**src/hw/rtl/gmah_pkg.sv**
```systemverilog
// Shared constants and types for the gated moving average with hysteresis gate.
// Used by the top level and the bench; depends on nothing.
package gmah_pkg;

  localparam int unsigned MaxWindow = 16;
  localparam int unsigned SampleW   = 15;
  localparam int unsigned SlotW     = $clog2(MaxWindow);
  localparam int unsigned FillW     = $clog2(MaxWindow + 1);
  localparam int unsigned SumW      = SampleW + SlotW;
  localparam int unsigned AvgW      = SumW + 1;
  localparam int unsigned LenW      = 5;
  localparam int unsigned CfgIdxW   = 2;
  localparam int unsigned CfgDataW  = 5;
  localparam int unsigned DivCntW   = $clog2(SumW);

  // Register indexes of the configuration port
  localparam logic [CfgIdxW-1:0] RegOrbitCw   = 2'd0;
  localparam logic [CfgIdxW-1:0] RegWindowLen = 2'd1;

  // Angles in degrees times 128
  localparam int HardNear = 2560;
  localparam int HardFar  = 10240;
  localparam int Buffer   = 512;

  localparam logic [LenW-1:0] WindowLenReset = 5'd5;

  typedef logic signed [SampleW-1:0] sample_t;
  typedef logic signed [SumW-1:0]    sum_t;
  typedef logic signed [AvgW-1:0]    avg_t;

endpackage

```
**src/hw/rtl/gated_moving_average_hysteresis_unit.sv**
```systemverilog
// Gated moving average of angle samples (degrees x 128) with a hysteresis gate.
// Uses gmah_pkg and one gmah_ram instance for the sample history.
//
// Each accepted word is checked against the hard window (-80..-20 deg when
// orbit_clockwise is set, else 20..80 deg) and zeroed if outside, pushed into
// a history of up to 16 samples held in a RAM, and averaged by the fill count
// (truncated toward zero). From acceptance until its result is offered, a word
// passes these steps in order: a read of the oldest sample from the history RAM,
// an update of the running sum with a write of the new sample, a bit-serial
// divider, and a step that settles the gate and loads the output register.
// The next word is accepted in the cycle after that, so a new word is never
// taken before the last one is through. A result still waiting in the output
// register holds the following word in its last step, and no further word is
// accepted until that result is taken. The history needs no clearing pass:
// only entries already written are ever read back.
module gated_moving_average_hysteresis_unit (
  input  logic                        clk_i,
  input  logic                        rst_ni,
  // configuration write port
  input  logic                        cfg_we_i,
  input  logic [gmah_pkg::CfgIdxW-1:0]  cfg_idx_i,
  input  logic [gmah_pkg::CfgDataW-1:0] cfg_data_i,
  // input stream
  input  logic                        s_axis_tvalid,
  output logic                        s_axis_tready,
  input  logic [15:0]                 s_axis_tdata,  // [14:0] angle_sample
  // output stream
  output logic                        m_axis_tvalid,
  input  logic                        m_axis_tready,
  output logic [15:0]                 m_axis_tdata,  // [14:0] filtered_angle
  output logic                        m_axis_tuser   // [0] gate_on
);

  typedef enum logic [2:0] {
    StIdle,
    StRead,
    StUpdate,
    StDivide,
    StOutput
  } state_e;

  state_e                           state_q;
  logic                             orbit_cw_q;
  logic [gmah_pkg::LenW-1:0]        win_len_q;
  gmah_pkg::sample_t                sample_q;
  logic                             drop_q;
  gmah_pkg::sum_t                   sum_q;
  logic [gmah_pkg::FillW-1:0]       fill_q;
  logic [gmah_pkg::SlotW-1:0]       slot_q;
  logic                             gate_q;
  logic                             neg_q;
  logic [gmah_pkg::SumW-1:0]        dvd_q;
  logic [gmah_pkg::FillW-1:0]       rem_q;
  logic [gmah_pkg::DivCntW-1:0]     cnt_q;
  logic                             out_valid_q;
  gmah_pkg::sample_t                out_angle_q;
  logic                             out_gate_q;

  gmah_pkg::avg_t                   lo, hi;
  gmah_pkg::sample_t                in_sample, gated_sample;
  logic [gmah_pkg::FillW-1:0]       eff_len;
  logic                             accept, out_take;
  logic [gmah_pkg::SlotW-1:0]       oldest;
  gmah_pkg::sample_t                old_sample;
  logic [gmah_pkg::SumW:0]          sum_wide;
  gmah_pkg::sum_t                   sum_d;
  logic [gmah_pkg::SumW-1:0]        sum_mag;
  logic [gmah_pkg::FillW:0]         trial;
  logic                             qbit;
  logic [gmah_pkg::FillW-1:0]       rem_d;
  gmah_pkg::avg_t                   avg;
  logic                             gate_d;

  assign lo = orbit_cw_q ? gmah_pkg::avg_t'(-gmah_pkg::HardFar)
                         : gmah_pkg::avg_t'(gmah_pkg::HardNear);
  assign hi = orbit_cw_q ? gmah_pkg::avg_t'(-gmah_pkg::HardNear)
                         : gmah_pkg::avg_t'(gmah_pkg::HardFar);

  assign in_sample = gmah_pkg::sample_t'(s_axis_tdata[gmah_pkg::SampleW-1:0]);
  always_comb begin
    gated_sample = in_sample;
    if (gmah_pkg::avg_t'(in_sample) < lo || gmah_pkg::avg_t'(in_sample) > hi) begin
      gated_sample = '0;
    end
  end

  // Zero acts as one, anything past the history depth saturates
  always_comb begin
    if (win_len_q == '0) begin
      eff_len = gmah_pkg::FillW'(1);
    end else if (win_len_q > gmah_pkg::LenW'(gmah_pkg::MaxWindow)) begin
      eff_len = gmah_pkg::FillW'(gmah_pkg::MaxWindow);
    end else begin
      eff_len = gmah_pkg::FillW'(win_len_q);
    end
  end

  assign accept   = s_axis_tvalid && s_axis_tready;
  assign out_take = m_axis_tvalid && m_axis_tready;
  assign s_axis_tready = (state_q == StIdle);

  // A full history wraps the oldest slot onto the write slot; the read comes first
  assign oldest = slot_q - fill_q[gmah_pkg::SlotW-1:0];

  gmah_ram #(
    .Width(gmah_pkg::SampleW),
    .Depth(gmah_pkg::MaxWindow)
  ) u_history (
    .clk_i  (clk_i),
    .we_i   (state_q == StUpdate),
    .waddr_i(slot_q),
    .wdata_i(sample_q),
    .raddr_i(oldest),
    .rdata_o(old_sample)
  );

  always_comb begin
    sum_wide = {sum_q[gmah_pkg::SumW-1], sum_q}
             + {{(gmah_pkg::SumW + 1 - gmah_pkg::SampleW){sample_q[gmah_pkg::SampleW-1]}},
                sample_q};
    if (drop_q) begin
      sum_wide = sum_wide
               - {{(gmah_pkg::SumW + 1 - gmah_pkg::SampleW){old_sample[gmah_pkg::SampleW-1]}},
                  old_sample};
    end
    sum_d   = gmah_pkg::sum_t'(sum_wide[gmah_pkg::SumW-1:0]);
    sum_mag = sum_d[gmah_pkg::SumW-1] ? gmah_pkg::SumW'(-sum_d) : gmah_pkg::SumW'(sum_d);
  end

  // One restoring step per cycle; the quotient shifts in behind the dividend
  always_comb begin
    trial = {rem_q, dvd_q[gmah_pkg::SumW-1]};
    qbit  = (trial >= {1'b0, fill_q});
    rem_d = qbit ? gmah_pkg::FillW'(trial - {1'b0, fill_q})
                 : trial[gmah_pkg::FillW-1:0];
  end

  always_comb begin
    avg = neg_q ? -gmah_pkg::avg_t'({1'b0, dvd_q}) : gmah_pkg::avg_t'({1'b0, dvd_q});
    gate_d = gate_q;
    if (gate_q) begin
      if (avg > hi + gmah_pkg::avg_t'(gmah_pkg::Buffer) ||
          avg < lo - gmah_pkg::avg_t'(gmah_pkg::Buffer)) begin
        gate_d = 1'b0;
      end
    end else begin
      if (avg <= hi - gmah_pkg::avg_t'(gmah_pkg::Buffer) &&
          avg >= lo + gmah_pkg::avg_t'(gmah_pkg::Buffer)) begin
        gate_d = 1'b1;
      end
    end
  end

  always_ff @(posedge clk_i or negedge rst_ni) begin
    if (!rst_ni) begin
      state_q     <= StIdle;
      orbit_cw_q  <= 1'b1;
      win_len_q   <= gmah_pkg::WindowLenReset;
      sample_q    <= '0;
      drop_q      <= 1'b0;
      sum_q       <= '0;
      fill_q      <= '0;
      slot_q      <= '0;
      gate_q      <= 1'b0;
      neg_q       <= 1'b0;
      dvd_q       <= '0;
      rem_q       <= '0;
      cnt_q       <= '0;
      out_valid_q <= 1'b0;
      out_angle_q <= '0;
      out_gate_q  <= 1'b0;
    end else begin
      if (cfg_we_i) begin
        case (cfg_idx_i)
          gmah_pkg::RegOrbitCw:   orbit_cw_q <= cfg_data_i[0];
          gmah_pkg::RegWindowLen: win_len_q  <= cfg_data_i;
          default: ;
        endcase
      end

      // The output step refills the register itself when it is taken
      if (out_take && state_q != StOutput) begin
        out_valid_q <= 1'b0;
      end

      case (state_q)
        StIdle: begin
          if (accept) begin
            sample_q <= gated_sample;
            drop_q   <= !(fill_q < eff_len);
            if (fill_q < eff_len) begin
              fill_q <= fill_q + gmah_pkg::FillW'(1);
            end
            state_q <= StRead;
          end
        end
        StRead: begin
          state_q <= StUpdate;
        end
        StUpdate: begin
          sum_q   <= sum_d;
          slot_q  <= slot_q + gmah_pkg::SlotW'(1);
          neg_q   <= sum_d[gmah_pkg::SumW-1];
          dvd_q   <= sum_mag;
          rem_q   <= '0;
          cnt_q   <= '0;
          state_q <= StDivide;
        end
        StDivide: begin
          dvd_q <= {dvd_q[gmah_pkg::SumW-2:0], qbit};
          rem_q <= rem_d;
          cnt_q <= cnt_q + gmah_pkg::DivCntW'(1);
          if (cnt_q == gmah_pkg::DivCntW'(gmah_pkg::SumW - 1)) begin
            state_q <= StOutput;
          end
        end
        StOutput: begin
          // Hold until the output register is free
          if (!out_valid_q || out_take) begin
            gate_q      <= gate_d;
            out_valid_q <= 1'b1;
            out_gate_q  <= gate_d;
            out_angle_q <= gate_d ? avg[gmah_pkg::SampleW-1:0] : '0;
            state_q     <= StIdle;
          end
        end
        default: state_q <= StIdle;
      endcase
    end
  end

  assign m_axis_tvalid = out_valid_q;
  assign m_axis_tdata  = {1'b0, out_angle_q};
  assign m_axis_tuser  = out_gate_q;

endmodule

```
**src/hw/rtl/gmah_ram.sv**
```systemverilog
// Generic single-port-write, single-port-read RAM with a registered read.
// Stand-alone; no package needed.
module gmah_ram #(
  parameter int unsigned Width = 8,
  parameter int unsigned Depth = 16
) (
  input  logic                     clk_i,
  input  logic                     we_i,
  input  logic [$clog2(Depth)-1:0] waddr_i,
  input  logic [Width-1:0]         wdata_i,
  input  logic [$clog2(Depth)-1:0] raddr_i,
  output logic [Width-1:0]         rdata_o
);

  logic [Width-1:0] mem_q [Depth];
  logic [Width-1:0] rdata_q;

  always_ff @(posedge clk_i) begin
    if (we_i) begin
      mem_q[waddr_i] <= wdata_i;
    end
    rdata_q <= mem_q[raddr_i];
  end

  assign rdata_o = rdata_q;

endmodule

```
**config.mk**
```make
export PLATFORM = sky130hd
export DESIGN_NAME = gated_moving_average_hysteresis_unit
export DESIGN_NICKNAME = d
export VERILOG_FILES = /design/src/hw/rtl/gmah_pkg.sv /design/src/hw/rtl/gated_moving_average_hysteresis_unit.sv /design/src/hw/rtl/gmah_ram.sv
export SDC_FILE = /design/constraint.sdc
export NUM_CORES = 1
export LEC_CHECK = 0
export BUFFER_PORTS_ARGS = -buffer_cell sky130_fd_sc_hd__buf_4
export CORE_MARGIN = 4
export CORE_UTILIZATION = 60
export DETAILED_ROUTE_END_ITERATION = 16
export HOLD_SLACK_MARGIN = 0.08
export MAX_ROUTING_LAYER = met4
export PLACE_DENSITY = 0.77
export SLEW_MARGIN = 30
export SYNTH_ARGS = -nofsm -noshare
export SYNTH_HDL_FRONTEND = slang
export SYNTH_SLANG_ARGS = --single-unit
```
**constraint.sdc**
```tcl
create_clock -name clk_i -period 6.4 [get_ports clk_i]
set_input_delay 1.28 -clock clk_i [delete_from_list [all_inputs] [get_ports clk_i]]
set_output_delay 1.28 -clock clk_i [all_outputs]
set_load 0.05 [all_outputs]
```
==> results of run 1 <==
==> cells by family (layout without fill, tap and decap cells) <==
logic type      after synthesis  after routing  synth area share, %
flops                       354            354                57.21
simple gates                310            310                8.937
compound gates              304            304                11.62
buf+inv                     108            182                2.580
mux                         101            101                10.15
fa+ha+maj                    81             81                5.977
xor+xnor                     69             69                3.504
other cells                   1              1              0.02148
==> worst paths after layout <==
| path | cells after the start | start | end | slack, ns |
|---|---|---|---|---|
| setup / recovery | 19 | sample_q[0]$_DFFE_PN0P_ | dvd_q[3]$_DFFE_PN0P_ | 0.73 |
| hold / removal | 2 | sum_q[14]$_DFFE_PN0P_ | sum_q[14]$_DFFE_PN0P_ | 0.49 |
| setup reg to reg | 19 | sample_q[0]$_DFFE_PN0P_ | dvd_q[3]$_DFFE_PN0P_ | 0.73 |
| hold reg to reg | 2 | sum_q[14]$_DFFE_PN0P_ | sum_q[14]$_DFFE_PN0P_ | 0.49 |
| max in group asynchronous | 2 | rst_ni | slot_q[3]$_DFFE_PN0P_ | 4.75 |
| min in group asynchronous | 1 | rst_ni | cnt_q[3]$_DFFE_PN0P_ | 0.66 |
==> sequential cells by signal (all words and copies together) (netlist names), 15 cells and up <==
register and count:
u_history.rdata_o 15, u_history.mem_q 240, sum_q 19, out_angle_q 15
sample_q 15, dvd_q 19
==> metal layers <==
metal | track usage [%] | part of all wire [%] | up-vias
li1 | - | - | 5159
met1 | 37.66 | 44 | 5612
met2 | 38.39 | 46 | 441
met3 | 4.303 | 8.3 | 53
met4 | 5.532 | 1.9 | 0
met5 | - | 0 | -
==> synth_stat cells, types with 24 or more instances <==
library cell  instances  share of area (%)
ha_1                 77                5.5
nor2b_1              27               0.97
nor2_1               55                1.2
clkbuf_1             44               0.95
o21ai_0              72                2.1
xor2_1               34                1.7
edfxtp_1            240                 41
nand2_1             107                2.3
inv_1                46               0.99
xnor2_1              34                1.7
a211oi_1             24                1.0
mux4_2               60                7.7
mux2i_1              33                1.9
dfrtp_1              96                 14
a21oi_1              76                2.2
==> through the flow <==
step / setup WS (ns) / utilization, % / hold WS, ns / cell area, µm²
5_1_grt: 0.3314 / 67.99 / 0.5082 / 19520
6_report: 0.7304 / 67.99 / 0.4874 / 19520
4_1_cts: 0.8480 / 67.94 / 0.4920 / 19500
3_3_place_gp: 0.6630 / 63.42 / 0.4696 / 18200
3_5_place_dp: 0.9040 / 63.44 / 0.4753 / 18210
2_1_floorplan: 1.904 / - / 0.4492 / 17460
==> area by class of cell <==
| type | count | area [µm²] |
|---|---|---|
| Sequential cell | 354 | 9988 |
| Fill cell | 2022 | 9186 |
| Multi-Input combinational cell | 866 | 7069 |
| Clock buffer | 53 | 1077 |
| Timing Repair Buffer | 67 | 510.5 |
| Tap cell | 384 | 480.5 |
| Clock inverter | 15 | 214.0 |
| Inverter | 47 | 176.4 |
==> tightest hold or removal path, delay by kind of cell, from the launching register on <==
family	cells	cell delay, ns
compound gates	1	0.06
flops	1	0.35
simple gates	1	0.05
==> flow_summary.ini, run 1 <==
[sta]
hold_viol_final = 0
tns_ns = 0
setup_viol = 0
slew_headroom_pct = 36.79
rsz0062_at_grt = no
slew_violations = 0
max_freq_ghz = 0.1764
post-route-period-util_pct = 88.59
skew_ns = 0.03043
tightest_slew_ns = 0.9481
layout_min_cycle_time_ns = 5.670

[routing]
vias_per_cell = 6.307
drt_wl_total_um = 38740
drc = 0
first_pass_iters = 6
vias = 11265
drt_iter0_drc = 1048
drtAntennaViolNets = 0
drt-wirelength-per-cell_um = 21.69

[critical_path]
start_kind = register
end_kind = register
path_delay_family = compound AO/OA/AOI/OAI gates
crit_chain = ha_1 > fa_1 > a211oi_1 > o21ai_0 > o2111ai_1 > nand2_1 > xnor2_1 > ha_1 > and4_1 > o21ai_0 > a21oi_1 > o2111ai_1 > a21oi_1 > o211ai_1 > xnor2_2 > buf_4 > nor2_1 > xnor2_1 > a221o_1
cp_slowest_cell = dfrtp_1
critical_path_class = reg -> reg
critPathRequiredTime_ns = 6.81
arrival_ns = 6.08
critPathMaxStageDelay_ns = 0.65
worst-path-buf-inv = 1
cp_max_fo = 18

[yosys]
netlist_instances = 1328
yosys.cell_types.count = 82
synth_seq_cells = 354
synth_nets = 1437
syn_area_per_cell_um2 = 13.15
synth_warnings = 0
synth_ff_type = edfxtp_1
synthArstFlopShare_pct = 27.97
netlist_area_mm2 = 0.01746
ys_seq_area_share_pct = 57.21
synth_edf_count = 240

[cells_and_area]
final_cell_mix = edfxtp_1, nand2_1, dfrtp_1, a21oi_1, ha_1
num_antenna_cells = 0
layout_commonest_cell = edfxtp_1
fin_cells = 1786
area_growth_pct = 11.78
nNetsFinal = 1482
drive_above_1_share_pct = 15.34

[clock_network]
clockBufferDepth = 3
cts_buffers = 37
cts_hold_buf = 0
htreeDepth = 2
cts_tree = built
cts.sinks = 354
cts-root-buf = clkbuf_16
clkSlewWorstSetupHoldPaths_ns = 0.06
clkLatencyLatePin_ns = 0.55
post-cts-setup-buffers = 0
cts-resized-gates = 0

[floorplan]
die_area_mm2 = 0.03189
num_rows = 62
io_pins = 47
start_util_pct = 60.83
die_h_um = 178.6
core-area_mm2 = 0.02870
fp.dieW_um = 178.6

[hold_path]
worstHoldPathType = reg -> reg

[global_routing]
grt_max_degree = 73
grt_usage_pct = 25.63
antenna_found_initial = 0
grt_pass1_vias = 10894
grt_pass1_wl_um = 61050
grt_overflow = 0

[flow_run]
maxCapViolations = 0

[placed_design]
io_buffers = 44
placedCellCount = 1717
finalWeightedCongestion = 0.8996
hpwl_um = 24840

[outcome]
outcome = finished clean
Power of run 1 is not shown: default switching activity piles up to over one toggle a cycle in this logic, so the estimate is an artifact.
==> inputs of run 2 (changes only) <==
--- a/config.mk
+++ b/config.mk
@@ -6,7 +6,7 @@
 export NUM_CORES = 1
 export LEC_CHECK = 0
 export BUFFER_PORTS_ARGS = -buffer_cell sky130_fd_sc_hd__buf_4
-export CORE_MARGIN = 4
+export CORE_MARGIN = 10
 export CORE_UTILIZATION = 60
 export DETAILED_ROUTE_END_ITERATION = 16
 export HOLD_SLACK_MARGIN = 0.08
==> run 2 against run 1 <==
Net effect: count of clock-buffer cells in the layout decreased by 6; critical path type unchanged; clock skew decreased by 0.0066 ns; first-iteration DRC count decreased by 4.5%; register-to-register slack improved by 0.28 ns; sequential share of layout area increased by 0.12 points; setup slack improved by 0.28 ns; worst hold slack improved by 0.0015 ns; wire length increased by 2.0%.
==> flow_summary.ini, run 2 (synthesis gave the netlist of run 1 again) <==
[outcome]
outcome = finished clean

[critical_path]
rrSetupSlack_ns = 1.01
r2r_cells = 17
arrival_ns = 5.83
critPathMaxStageDelay_ns = 0.64
critPathRequiredTime_ns = 6.83
worst-path-buf-inv = 0
r2r-end = dvd_q[17]$_DFFE_PN0P_
start_kind = register
path_delay_family = compound AO/OA/AOI/OAI gates
cp_slowest_cell = dfrtp_1
end_kind = register
cp.depth = 17
critical_path_class = reg -> reg
r2r_start = sample_q[0]$_DFFE_PN0P_
cp_max_fo = 18
setup.worst_path.end = dvd_q[17]$_DFFE_PN0P_
crit_chain = ha_1 > fa_1 > a211oi_1 > o21ai_0 > a2111oi_0 > nor3_1 > ha_1 > o211a_1 > a21oi_1 > o21ai_0 > nand2_1 > xnor2_1 > mux2_2 > nor4b_1 > a41oi_1 > xor2_1 > o22ai_1
crit_start = sample_q[0]$_DFFE_PN0P_

[placed_design]
placedCellCount = 1710
place_area_mm2 = 0.01815
finalWeightedCongestion = 0.8803
io_buffers = 44
hpwl_um = 24820

[routing]
first_pass_iters = 5
drt_wl_total_um = 39510
vias_per_cell = 6.261
drc = 0
drt_iter0_drc = 1001
vias = 11120
drtAntennaViolNets = 0
drt-wirelength-per-cell_um = 22.25

[clock_network]
post-cts-setup-buffers = 0
cts_tree = built
cts-resized-gates = 0
cts_buffers = 36
cts_hold_buf = 0
clkSlewWorstSetupHoldPaths_ns = 0.06
htreeDepth = 2
cts-root-buf = clkbuf_16
clkLatencyLatePin_ns = 0.54
cts.sinks = 354
clockBufferDepth = 3

[floorplan]
core-area_mm2 = 0.02870
io_pins = 47
die_area_mm2 = 0.03632
start_util_pct = 60.83
fp.dieW_um = 190.6
num_rows = 62
die_h_um = 190.6

[sta]
setup_viol = 0
rsz0062_at_grt = no
hold_viol_final = 0
skew_ns = 0.02383
tightest_slew_ns = 0.9703
layout_min_cycle_time_ns = 5.393
post-route-period-util_pct = 84.27
slew_headroom_pct = 35.31
max_freq_ghz = 0.1854
slew_violations = 0
tns_ns = 0

[global_routing]
grt-busiest-layer = met2
grt_max_degree = 54
grtUsageMet3_pct = 4.499
grt.met1_usage_pct = 30.19
grt_overflow = 0
grt_use_met2_pct = 34.25
grt_pass1_vias = 11076
antenna_found_initial = 0
grt_pass1_wl_um = 61950
grt_usage_pct = 22.40

[cells_and_area]
fin_cells = 1776
design_area_mm2 = 0.01947
top_register = u_history.mem_q
nNetsFinal = 1474
largest_reg_flops = 240
num_antenna_cells = 0
reg.largest.list = u_history.mem_q x240, dvd_q x19, sum_q x19
area_growth_pct = 11.53
drive_above_1_share_pct = 14.80
final_cell_mix = edfxtp_1, nand2_1, dfrtp_1, a21oi_1, ha_1
layout_commonest_cell = edfxtp_1

[flow_run]
maxCapViolations = 0

[hold_path]
worstHoldPathType = reg -> reg
[run 2: worst min-delay path, stage by stage (launching register included)]
cell and delay (ns):
dfrtp_1 0.34, nand2_1 0.05, o21ai_0 0.06
[run 2: through the flow]
stage | worst slack (ns) | hold slack [ns] | util, %
3_5_place_dp | 1.126 | 0.4771 | 63.24
5_1_grt | 0.5493 | 0.5088 | 67.84
6_report | 1.007 | 0.4889 | 67.84
3_3_place_gp | 1.258 | 0.4677 | 63.23
4_1_cts | 1.051 | 0.4921 | 67.79
2_1_floorplan | 1.904 | 0.4492 | -
[run 2: area by class of cell]
class | count | area [µm²]
inverters | 47 | 176.4
clock buffers | 47 | 1025
flip-flops and latches | 354 | 9990
multi-input cells | 866 | 7062
well taps | 384 | 480.5
fillers | 1994 | 9230
clock inverters | 18 | 281.5
repair buffers | 60 | 457.9
[run 2: worst min path at each step]
| stage | startpoint | to | slack, ns | cells after the start |
|---|---|---|---|---|
| after floorplan | rem_q[4]$_DFFE_PN0P_ | rem_q[4]$_DFFE_PN0P_ | 0.45 | 2 |
| after global placement | rem_q[4]$_DFFE_PN0P_ | rem_q[4]$_DFFE_PN0P_ | 0.47 | 2 |
| after detailed placement | cnt_q[4]$_DFFE_PN0P_ | cnt_q[4]$_DFFE_PN0P_ | 0.48 | 1 |
| after CTS | sum_q[9]$_DFFE_PN0P_ | sum_q[9]$_DFFE_PN0P_ | 0.49 | 2 |
| after global routing | sum_q[15]$_DFFE_PN0P_ | sum_q[15]$_DFFE_PN0P_ | 0.51 | 2 |
| final | sum_q[14]$_DFFE_PN0P_ | sum_q[14]$_DFFE_PN0P_ | 0.49 | 2 |
[run 2: per-layer routing]
layer | vias up | share of wire, %
met2 | 391 | 47
met3 | 63 | 7.5
met1 | 5530 | 44
li1 | 5136 | -
met5 | - | 0
met4 | 0 | 2.3
Power of run 2 is left out for the same reason.
==> inputs of run 3 (changes only) <==
==> constraint.sdc (replaced) <==
create_clock -name clk_i -period 5.6 [get_ports clk_i]
set_input_delay 1.12 -clock clk_i [delete_from_list [all_inputs] [get_ports clk_i]]
set_output_delay 1.12 -clock clk_i [all_outputs]
set_load 0.05 [all_outputs]
==> run 3 against run 2 <==
Net effect: first-iteration DRC count rose by 2.6%; non-clock buffer count grew 7; count of clock-buffer cells in the layout shrank 1; global-route usage up 0.82 points; worst hold slack hardly changed; setup slack got worse by 0.65 ns; critical path type unchanged; highest routed layer unchanged.
==> flow_summary.ini, run 3 (synthesis gave the netlist of run 1 again) <==
[sta]
skew_ns = 0.01864
slew_headroom_pct = 35.14
setup_viol = 0
hold_viol_final = 0
post-route-period-util_pct = 93.70
hold_slack_ns = 0.4887
max_freq_ghz = 0.1906
rsz0062_at_grt = no
slew_violations = 0
layout_min_cycle_time_ns = 5.247
tns_ns = 0
tightest_slew_ns = 0.9729

[critical_path]
r2r_cells = 18
start_kind = register
worst-path-buf-inv = 1
arrival_ns = 5.66
critical_path_class = reg -> reg
end_kind = register
critPathMaxStageDelay_ns = 0.58
path_delay_family = compound AO/OA/AOI/OAI gates
cp.depth = 18
rrSetupSlack_ns = 0.35
cp_slowest_cell = dfrtp_1
critPathRequiredTime_ns = 6.01
cp_max_fo = 20
crit_chain = ha_1 > fa_1 > a211oi_1 > o21ai_0 > a2111oi_0 > nor3_1 > ha_1 > and4_1 > o21ai_0 > a21oi_1 > o2111ai_1 > a211o_1 > o211ai_1 > xnor2_1 > buf_4 > nor2_1 > xnor2_1 > a221o_1

[global_routing]
grt_max_degree = 75
grt_pass1_wl_um = 63930
grt_usage_pct = 23.22
grt_pass1_vias = 11331
grt_overflow = 0
antenna_found_initial = 0

[clock_network]
clkLatencyLatePin_ns = 0.53
clkSlewWorstSetupHoldPaths_ns = 0.07
clockBufferDepth = 3
cts_buffers = 36
cts_hold_buf = 0
cts-root-buf = clkbuf_16
cts_tree = built
cts.sinks = 354
htreeDepth = 2

[hold_path]
worstHoldPathType = reg -> reg
hold-path-cell-count = 2

[cells_and_area]
num_antenna_cells = 0
largest_reg_flops = 240
drive_above_1_share_pct = 15.00
layout_commonest_cell = edfxtp_1
fillerInstances = 2003
reg.largest.list = u_history.mem_q x240, dvd_q x19, sum_q x19
area_growth_pct = 11.39
nNetsFinal = 1481
top_register = u_history.mem_q
final_cell_mix = edfxtp_1, nand2_1, dfrtp_1, a21oi_1, ha_1

[floorplan]
core-area_mm2 = 0.02870
start_util_pct = 60.83
die_area_mm2 = 0.03632
die_h_um = 190.6
num_rows = 62
fp.dieW_um = 190.6
io_pins = 47

[routing]
drc = 0
vias = 11230
drt_wl_total_um = 40510
vias_per_cell = 6.295
first_pass_iters = 5
drt_iter0_drc = 1027
drt-wirelength-per-cell_um = 22.71
drtAntennaViolNets = 0

[outcome]
outcome = finished clean

[placed_design]
io_buffers = 44
hpwl_um = 25530
finalWeightedCongestion = 0.8830

[flow_run]
maxCapViolations = 0
==> run 3: cell count changes in the layout (fill, tap and decap cells not counted), sizes merged <==
cell / before / now
clkinv: 10 / 15
buf: 60 / 67
inv: 47 / 48
clkbuf: 47 / 46
bufinv: 6 / 4
clkinvlp: 2 / 0
==> run 3: worst paths after layout <==
check,startpoint,to
min reg2reg,sum_q[9]$_DFFE_PN0P_,sum_q[9]$_DFFE_PN0P_
min in group asynchronous,rst_ni,cnt_q[3]$_DFFE_PN0P_
min,sum_q[9]$_DFFE_PN0P_,sum_q[9]$_DFFE_PN0P_
max reg2reg,sample_q[0]$_DFFE_PN0P_,dvd_q[3]$_DFFE_PN0P_
max in group asynchronous,rst_ni,orbit_cw_q$_DFFE_PN1P_
max,sample_q[0]$_DFFE_PN0P_,dvd_q[3]$_DFFE_PN0P_
==> run 3: metrics by stage <==
stage                     utilization, %  cells  area, µm²  setup slack, ns
final                              67.76   1784      19450           0.3526
after global routing               67.76   1784      19450          0.03308
after CTS                          67.66   1783      19420           0.3910
after detailed placement           63.46   1717      18220           0.4271
after global placement             63.39   1716      18200           0.5364
after floorplan                        -   1328      17460            1.104
==> run 3: layout make-up <==
class / count / area (µm²) / share of cell area [%]
clock buffer: 46 / 979.7 / 5.037
timing repair buffer: 67 / 518.0 / 2.663
inverter: 47 / 176.4 / 0.9071
multi-input combinational: 866 / 7079 / 36.40
tap: 384 / 480.5 / 2.470
sequential: 354 / 9988 / 51.36
clock inverter: 20 / 226.5 / 1.164
==> run 3: worst min-delay path, stage by stage (launching register included) <==
cell and delay [ns]:
dfrtp_1 0.34, nand2_1 0.05, o21ai_0 0.06
==> run 3: per-layer routing <==
metal / vias to the layer above / track usage [%] / routed length [µm]
li1: 5150 / - / -
met1: 5558 / 31.72 / 17450
met2: 459 / 35.00 / 18930
met3: 63 / 4.645 / 3269
met4: 0 / 6.451 / 864
met5: - / - / 0
==> run 3: timing repair <==
action	4_1_cts	5_1_grt
setup endpoints to repair	0	3
buffers inserted	0	0
resized for setup	0	2
Power of run 3 is left out for the same reason.
